<file path="config.mk">
export PLATFORM = sky130hd
export DESIGN_NAME = tmfs_cell
export DESIGN_NICKNAME = d
export VERILOG_FILES = /design/src/hdl/tmfs_pkg.sv /design/src/hdl/tmfs_cell.sv
export SDC_FILE = /design/constraint.sdc
export NUM_CORES = 1
export LEC_CHECK = 0
export BUFFER_PORTS_ARGS = -buffer_cell sky130_fd_sc_hd__buf_2
export CAP_MARGIN = 10
export CORE_ASPECT_RATIO = 1.5
export CORE_MARGIN = 2
export CORE_UTILIZATION = 55
export DETAILED_ROUTE_END_ITERATION = 16
export GPL_ROUTABILITY_DRIVEN = 0
export PLACE_DENSITY_LB_ADDON = 0.2
export SETUP_SLACK_MARGIN = 0.5
export SLEW_MARGIN = 40
export SYNTH_ARGS = -nofsm -noshare
export SYNTH_HDL_FRONTEND = slang
export SYNTH_SLANG_ARGS = --single-unit
</file>
<file path="constraint.sdc">
create_clock -name clk -period 10.34 [get_ports clk]
set_input_delay 2.068 -clock clk [delete_from_list [all_inputs] [get_ports clk]]
set_output_delay 2.068 -clock clk [all_outputs]
set_load 0.005 [all_outputs]
</file>
<file path="src/hdl/tmfs_pkg.sv">
// Package with the transaction types and fixed constants of the flow shop sequencer.
`timescale 1ns / 1ps

package tmfs_pkg;

    // Widths of the external payload fields.
    localparam int unsigned FIELD_TIME_BITS = 16;
    localparam int unsigned JOB_INDEX_BITS  = 6;

    // Default sizing of the sorter.
    localparam int unsigned DEF_MAX_JOBS  = 64;
    localparam int unsigned DEF_TIME_BITS = 16;

    // One job as it arrives.
    typedef struct packed {
        logic [FIELD_TIME_BITS-1:0] time_first;
        logic [FIELD_TIME_BITS-1:0] time_second;
        logic                       last_job;
    } job_t;

    // One position of the emitted sequence.
    typedef struct packed {
        logic [JOB_INDEX_BITS-1:0] job_index;
        logic                      last_in_sequence;
        logic                      overflow;
    } seq_t;

    // Control broadcast to every cell of the sorter chain.
    typedef struct packed {
        logic shift;
    } cell_ctl_t;

endpackage

</file>
<file path="src/hdl/tmfs_cell.sv">
// One cell of the systolic insertion sorter: holds one job and passes the later one on.
`timescale 1ns / 1ps

module tmfs_cell #(
    parameter int unsigned TIME_BITS = tmfs_pkg::DEF_TIME_BITS,
    parameter int unsigned IDX_BITS  = tmfs_pkg::JOB_INDEX_BITS
) (
    input  logic                  clk,
    input  logic                  rst_n,
    input  tmfs_pkg::cell_ctl_t   ctl,
    // Job moving in from the left neighbor.
    input  logic                  left_valid,
    input  logic [TIME_BITS-1:0]  left_tf,
    input  logic [TIME_BITS-1:0]  left_ts,
    input  logic [IDX_BITS-1:0]   left_idx,
    // Held job of the right neighbor, taken when the chain shifts out.
    input  logic                  right_valid,
    input  logic [TIME_BITS-1:0]  right_tf,
    input  logic [TIME_BITS-1:0]  right_ts,
    input  logic [IDX_BITS-1:0]   right_idx,
    // Job held by this cell.
    output logic                  held_valid,
    output logic [TIME_BITS-1:0]  held_tf,
    output logic [TIME_BITS-1:0]  held_ts,
    output logic [IDX_BITS-1:0]   held_idx,
    // Job passed on to the right neighbor.
    output logic                  move_valid,
    output logic [TIME_BITS-1:0]  move_tf,
    output logic [TIME_BITS-1:0]  move_ts,
    output logic [IDX_BITS-1:0]   move_idx
);

    logic                 held_valid_reg, held_valid_next;
    logic [TIME_BITS-1:0] held_tf_reg, held_tf_next;
    logic [TIME_BITS-1:0] held_ts_reg, held_ts_next;
    logic [IDX_BITS-1:0]  held_idx_reg, held_idx_next;
    logic                 move_valid_reg, move_valid_next;
    logic [TIME_BITS-1:0] move_tf_reg, move_tf_next;
    logic [TIME_BITS-1:0] move_ts_reg, move_ts_next;
    logic [IDX_BITS-1:0]  move_idx_reg, move_idx_next;

    logic left_in_a;
    logic held_in_a;
    logic left_first;

    // Johnson's rule: does the incoming job go before the held one?
    always_comb
    begin
        left_in_a = left_tf < left_ts;
        held_in_a = held_tf_reg < held_ts_reg;
        if (left_in_a != held_in_a)
        begin
            left_first = left_in_a;
        end
        else if (left_in_a)
        begin
            if (left_tf != held_tf_reg)
                left_first = left_tf < held_tf_reg;
            else
                left_first = left_idx < held_idx_reg;
        end
        else
        begin
            if (left_ts != held_ts_reg)
                left_first = left_ts > held_ts_reg;
            else if (left_tf != held_tf_reg)
                left_first = left_tf > held_tf_reg;
            else
                left_first = left_idx > held_idx_reg;
        end
    end

    // Insert, pass on, or shift toward the head of the chain.
    always_comb
    begin
        held_valid_next = held_valid_reg;
        held_tf_next    = held_tf_reg;
        held_ts_next    = held_ts_reg;
        held_idx_next   = held_idx_reg;
        move_valid_next = 1'b0;
        move_tf_next    = left_tf;
        move_ts_next    = left_ts;
        move_idx_next   = left_idx;
        if (ctl.shift)
        begin
            held_valid_next = right_valid;
            held_tf_next    = right_tf;
            held_ts_next    = right_ts;
            held_idx_next   = right_idx;
        end
        else if (left_valid)
        begin
            if (!held_valid_reg || left_first)
            begin
                held_valid_next = 1'b1;
                held_tf_next    = left_tf;
                held_ts_next    = left_ts;
                held_idx_next   = left_idx;
                // The displaced job, if any, travels on.
                move_valid_next = held_valid_reg;
                move_tf_next    = held_tf_reg;
                move_ts_next    = held_ts_reg;
                move_idx_next   = held_idx_reg;
            end
            else
            begin
                move_valid_next = 1'b1;
            end
        end
    end

    always_ff @(posedge clk or negedge rst_n)
    begin
        if (!rst_n)
        begin
            held_valid_reg <= 1'b0;
            move_valid_reg <= 1'b0;
        end
        else
        begin
            held_valid_reg <= held_valid_next;
            move_valid_reg <= move_valid_next;
        end
    end

    // Payload registers carry no reset.
    always_ff @(posedge clk)
    begin
        held_tf_reg  <= held_tf_next;
        held_ts_reg  <= held_ts_next;
        held_idx_reg <= held_idx_next;
        move_tf_reg  <= move_tf_next;
        move_ts_reg  <= move_ts_next;
        move_idx_reg <= move_idx_next;
    end

    assign held_valid = held_valid_reg;
    assign held_tf    = held_tf_reg;
    assign held_ts    = held_ts_reg;
    assign held_idx   = held_idx_reg;
    assign move_valid = move_valid_reg;
    assign move_tf    = move_tf_reg;
    assign move_ts    = move_ts_reg;
    assign move_idx   = move_idx_reg;

endmodule

</file>
# [Yosys cells after proc, flatten, opt, wreduce, memory -nomap -nowiden]
# Index checks and enable logic that the tools add are counted.
[totals] wordCells=52 register_bits=78 inputBits=81 out_inout_bits=78
[op_classes] eq_ne=3 n_lt_le_gt_ge=7 n_mux=29 n_reduce_logical=5
[ops] op="16-bit 2-to-1 mux" count=12
[ops] op="16-bit < comparator" count=3
[ops] op="6-bit 2-to-1 mux" count=6
[ops] op="16-bit greater-than comparator" count=2
[ops] op="16-bit != test" count=2
[ops] op="1-bit 2-to-1 mux" count=11
[ops] op="6-bit greater-than comparator" count=1
[ops] op="6-bit < comparator" count=1
[ops] op="2-bit nonzero test" count=2
[ops] op="2-bit AND reduction" count=1
[ops] op="1-bit logical NOT" count=1
[ops] op="1-bit logical OR" count=1
[ops] op="1-bit != test" count=1

# [Longest topological paths before layout]
[logic_depth] depth_word=9 mapped_depth=12 mapped_depth_nobuf=10

# [Least setup slack after synthesis]
# Ideal clock, no wire load.
[synth_path] path_type="input-to-reg" start="input port left_ts[11]" end="register held_idx_reg[0] (netlist: held_idx[0]), enable pin" setup_ns=0.441 path_slack_ns=4.725 t_required_ns=9.899 n_path_buf=0 arrival_ns=5.174 cell_stages=9 cell_sequence="inv_1 -> ha_1 -> a21oi_1 -> o21ai_1 -> a221o_1 -> nor3_2 -> a21boi_1 -> o2bb2ai_1 -> o21bai_1"
[synth_between] elab_chain_len=7 elab_cells_between_ends=10 cone_classes="2 x order compare; 2 x eq/ne; 3 x mux; 3 x reduce/logical"
[synth_rtl] element="start, declared" line_no="tmfs_cell.sv:14" text="input logic [TIME_BITS-1:0] left_ts,"
[synth_rtl] element="16-bit greater-than comparator / 16-bit != test (equally long branches)" line_no="tmfs_cell.sv:65, tmfs_cell.sv:64"
[synth_rtl] element="1-bit 2-to-1 mux" line_no="tmfs_cell.sv:64" text="if (left_ts != held_ts_reg)"
[synth_rtl] element="1-bit 2-to-1 mux" line_no="tmfs_cell.sv:55" text="else if (left_in_a)"
[synth_rtl] element="1-bit 2-to-1 mux (*)" line_no="tmfs_cell.sv:51" text="if (left_in_a != held_in_a)"
[synth_rtl] element="1-bit logical OR (*)" line_no="tmfs_cell.sv:93" text="if (!held_valid_reg || left_first)"
[synth_rtl] element="2-bit nonzero test (no source line) (*)"
[synth_rtl] element="2-bit AND reduction (no source line) (*)"
[synth_rtl] element="end signal, assigned" line_no="tmfs_cell.sv:131" text="held_idx_reg <= held_idx_next;"
[synth_rtl] element="end, declared" line_no="tmfs_cell.sv:36" text="logic [IDX_BITS-1:0] held_idx_reg, held_idx_next;"
# Mark *: on every way between the ends. The rest lies on a longest branch, timed or not.
# A chain may end at the register's enable or synchronous reset.

# [Final worst setup path]
[layout_path] start="input port left_ts[14]" end="register move_tf_reg[9] (netlist: move_tf[9])"
[layout_between] elab_chain_len=8 elab_cells_between_ends=11 cone_classes="2 x order compare; 2 x eq/ne; 6 x mux; 1 x reduce/logical"
[layout_rtl] element="16-bit greater-than comparator / 16-bit != test (equally long branches)" line_no="tmfs_cell.sv:65, tmfs_cell.sv:64"
[layout_rtl] element="1-bit 2-to-1 mux" line_no="tmfs_cell.sv:64"
[layout_rtl] element="1-bit 2-to-1 mux" line_no="tmfs_cell.sv:55"
[layout_rtl] element="1-bit 2-to-1 mux (*)" line_no="tmfs_cell.sv:51"
[layout_rtl] element="1-bit logical OR (*)" line_no="tmfs_cell.sv:93"
[layout_rtl] element="16-bit 2-to-1 mux (*)" line_no="tmfs_cell.sv:93"
[layout_rtl] element="16-bit 2-to-1 mux (*)" line_no="tmfs_cell.sv:91" text="else if (left_valid)"
[layout_rtl] element="16-bit 2-to-1 mux (*)" line_no="tmfs_cell.sv:84" text="if (ctl.shift)"
[layout_rtl] element="named net move_tf_next[9]" line_no="tmfs_cell.sv:38" text="logic [TIME_BITS-1:0] move_tf_reg, move_tf_next;"
[layout_rtl] element="end signal, assigned" line_no="tmfs_cell.sv:132" text="move_tf_reg <= move_tf_next;"
[layout_rtl] element="end, declared" line_no="tmfs_cell.sv:38"
# Mark *: on every way through the listed nets, which the timed path passes. The rest lies on a longest branch.

==> impl_metrics.toml <==
[status]
status = "finished, final reports clean"

[sta]
tightest_slew_ns = 0.652
setup_tns_ns = 0
worst_slack_ns = 5.56
max_freq_ghz = 0.209
finalSetupViolations = 0
rsz0062_at_grt = "no"
max-slew-margin-rel = 0.565
hold_violations = 0
skew_ns = 0.00738
drv_slew = 0
post-route-period-util = 0.462
min_period_ns = 4.78

[synthesis]
async_reset_ff_frac = 0.0256
yosys_register_bits = 78
synth_edf_count = 38
yosysWarnings = 0
ys_seq_area_frac = 0.430
synth_top_family_by_area = "adder cells"
synth-xor-area-share = 0
synth-main-ff-cell = "edfxtp_1"
avgSynthCellArea_sq_um = 10.8
synthDistinctLibCells = 41
synthMuxAreaShare = 0.144
syn_area_sq_um = 4540
synthCells = 422
synthSimpleGateAreaFrac = 0.0834
synth_fp_nets = 571
synth-adder-area-share = 0.187
synth-compound-area-share = 0.0947

[worst_setup_path]
slowest_delay_ns = 0.62
setup.worst_path.start_class = "input port"
cp_slowest_cell = "or3_4"
critPathRequiredTime_ns = 10.56
worst-path-max-fanout = 38
path_class = "in -> reg"
crit_arrival_ns = 5.00
path_cells = "buf_2, inv_1, ha_1, and4_1, nand2_1, a2111oi_0, nor3_2, a311oi_1, o2bb2ai_1, or3_4, mux2_2"
end_kind = "flip-flop"

[pwr]
power_density_nw_per_um2 = 163
power_leakage_uw = 0.00295
peakVddDrop_mv = 0.0958

[clock_tree]
clk_path_buf_depth = 2
clock-sinks = 78
htreeDepth = 3
cts_inserted_buffers = 9
clk_latency_ns = 0.34
root_buffer = "clkbuf_16"
postCtsSetupBuffers = 0
clk_pin_slew_worst_paths_ns = 0.06
cts-resized-gates = 0
cts_tree = "done"
cts_hold_buf = 0

[floorplanning]
io_pins = 159
core_sq_um = 8010
dieWidth_microns = 78.2
dieHeight_microns = 115
start_util = 0.567
die_area_sq_um = 9020
placementRows = 40

[routing]
wl_met1_microns = 4390
via_per_inst = 5.45
routed_wl_microns = 11500
vias = 3765
drtIter0Drc = 133
routedWlPerCell_microns = 16.7
drcViolationCount = 0
top_layer_used = "met4"
dr.pass1.iters = 5
route.antenna.remaining_nets = 0
wl_met2_microns = 5800
wl_met3_microns = 836

[final_layout]
fin_nets = 731
layout-drive-gt1-share = 0.377
nFillCells = 607
final_common_cell = "buf_2"
syn_to_final_growth_pct = 26.7
antenna_cells = 0
layout_common_cells = "buf_2, ha_1, inv_1"

[global_route]
antenna_found_initial = 0
grtUsageTotal = 0.267
grt.overflow.total = 0
grt_pass1_wl_microns = 18500
grt_max_degree = 61
grt_pass1_vias = 3981

[placed_design]
io_buffers = 158
dpl.hpwl_microns = 8770
dpl_worst_slack_ns = 5.24

[min_path]
hold_path.class = "reg -> reg"

[job]
cap_violations = 0
==> through the flow <==
stage               instances  hold WS (ns)  power, uW  cell area (sq um)  utilization
global placement          676         0.510        591               5430        0.678
finish                    691         0.537        937               5760        0.719
CTS                       691         0.535        941               5760        0.719
floorplan                 422         0.528        508               4540            -
global route              691         0.558        984               5760        0.719
detailed placement        676         0.521        600               5440        0.679
==> worst max-delay path, delay by kind of cell <==
family / cells / cell delay [ns]
compound gates: 3 / 0.98
fa+ha+maj: 1 / 0.31
buf+inv: 2 / 0.17
mux: 1 / 0.40
simple gates: 4 / 1.04
==> cell usage after synthesis, drive strengths merged, types with 2 or more instances <==
cell type,count,area (sq um)
nor3,3,20.0
nand2b,4,25.0
edfxtp,38,1140
a221oi,2,17.5
nor2,9,33.8
nand3,4,20.0
mux2,43,503
nor4,2,12.5
a21o,3,22.5
inv,58,218
and4,3,26.3
mux2i,15,150
nand2,31,116
a21oi,24,120
ha,68,851
o311ai,2,17.5
nand4,12,75.1
o21ai,32,160
o211ai,2,15.0
dfxtp,38,761
dfrtp,2,50.1
buf,4,35.0
clkbuf,7,26.3
nor2b,2,12.5
nor3b,2,15.0
a2111oi,2,17.5
==> per-layer routing <==
layer  track usage  vias up
li1              -     1843
met1         0.290     1737
met2         0.464      151
met3        0.0785       34
met4         0.146        0
met5             0        -
==> logic make-up (layout without fill, tap and decap cells) <==
family | Yosys count | after routing
flops | 78 | 78
buf+inv | 69 | 233
simple gates | 75 | 75
compound gates | 74 | 74
fa+ha+maj | 68 | 68
mux | 58 | 58
==> power breakdown <==
part | switching [uW] | internal (uW)
clock network | 119 | 222
logic | 112 | 99.4
registers | 19.9 | 365
total | 251 | 686
==> area by class of cell <==
class,count,area (sq um),area share
Multi-Input combinational cell,275,2330,0.405
Sequential cell,78,1950,0.339
Timing Repair Buffer,160,806,0.140
Clock buffer,11,253,0.0439
Inverter,58,218,0.0378
Tap cell,105,131,0.0228
Clock inverter,4,70.1,0.0122
==> final timing paths <==
path	slack, ns	endpoint	startpoint	depth (start not counted)
worst min register to register	0.54	move_idx[1]	held_idx[1]	1
max in group asynchronous	8.74	move_valid	rst_n	1
min in group asynchronous	1.50	held_valid	rst_n	1
worst max-delay path	5.56	move_tf[9]	left_ts[14]	11
worst min-delay path	0.54	move_idx[1]	held_idx[1]	1
worst max register to register	6.92	move_tf[9]	held_tf[10]	9
(Power assumes the default switching activity.)
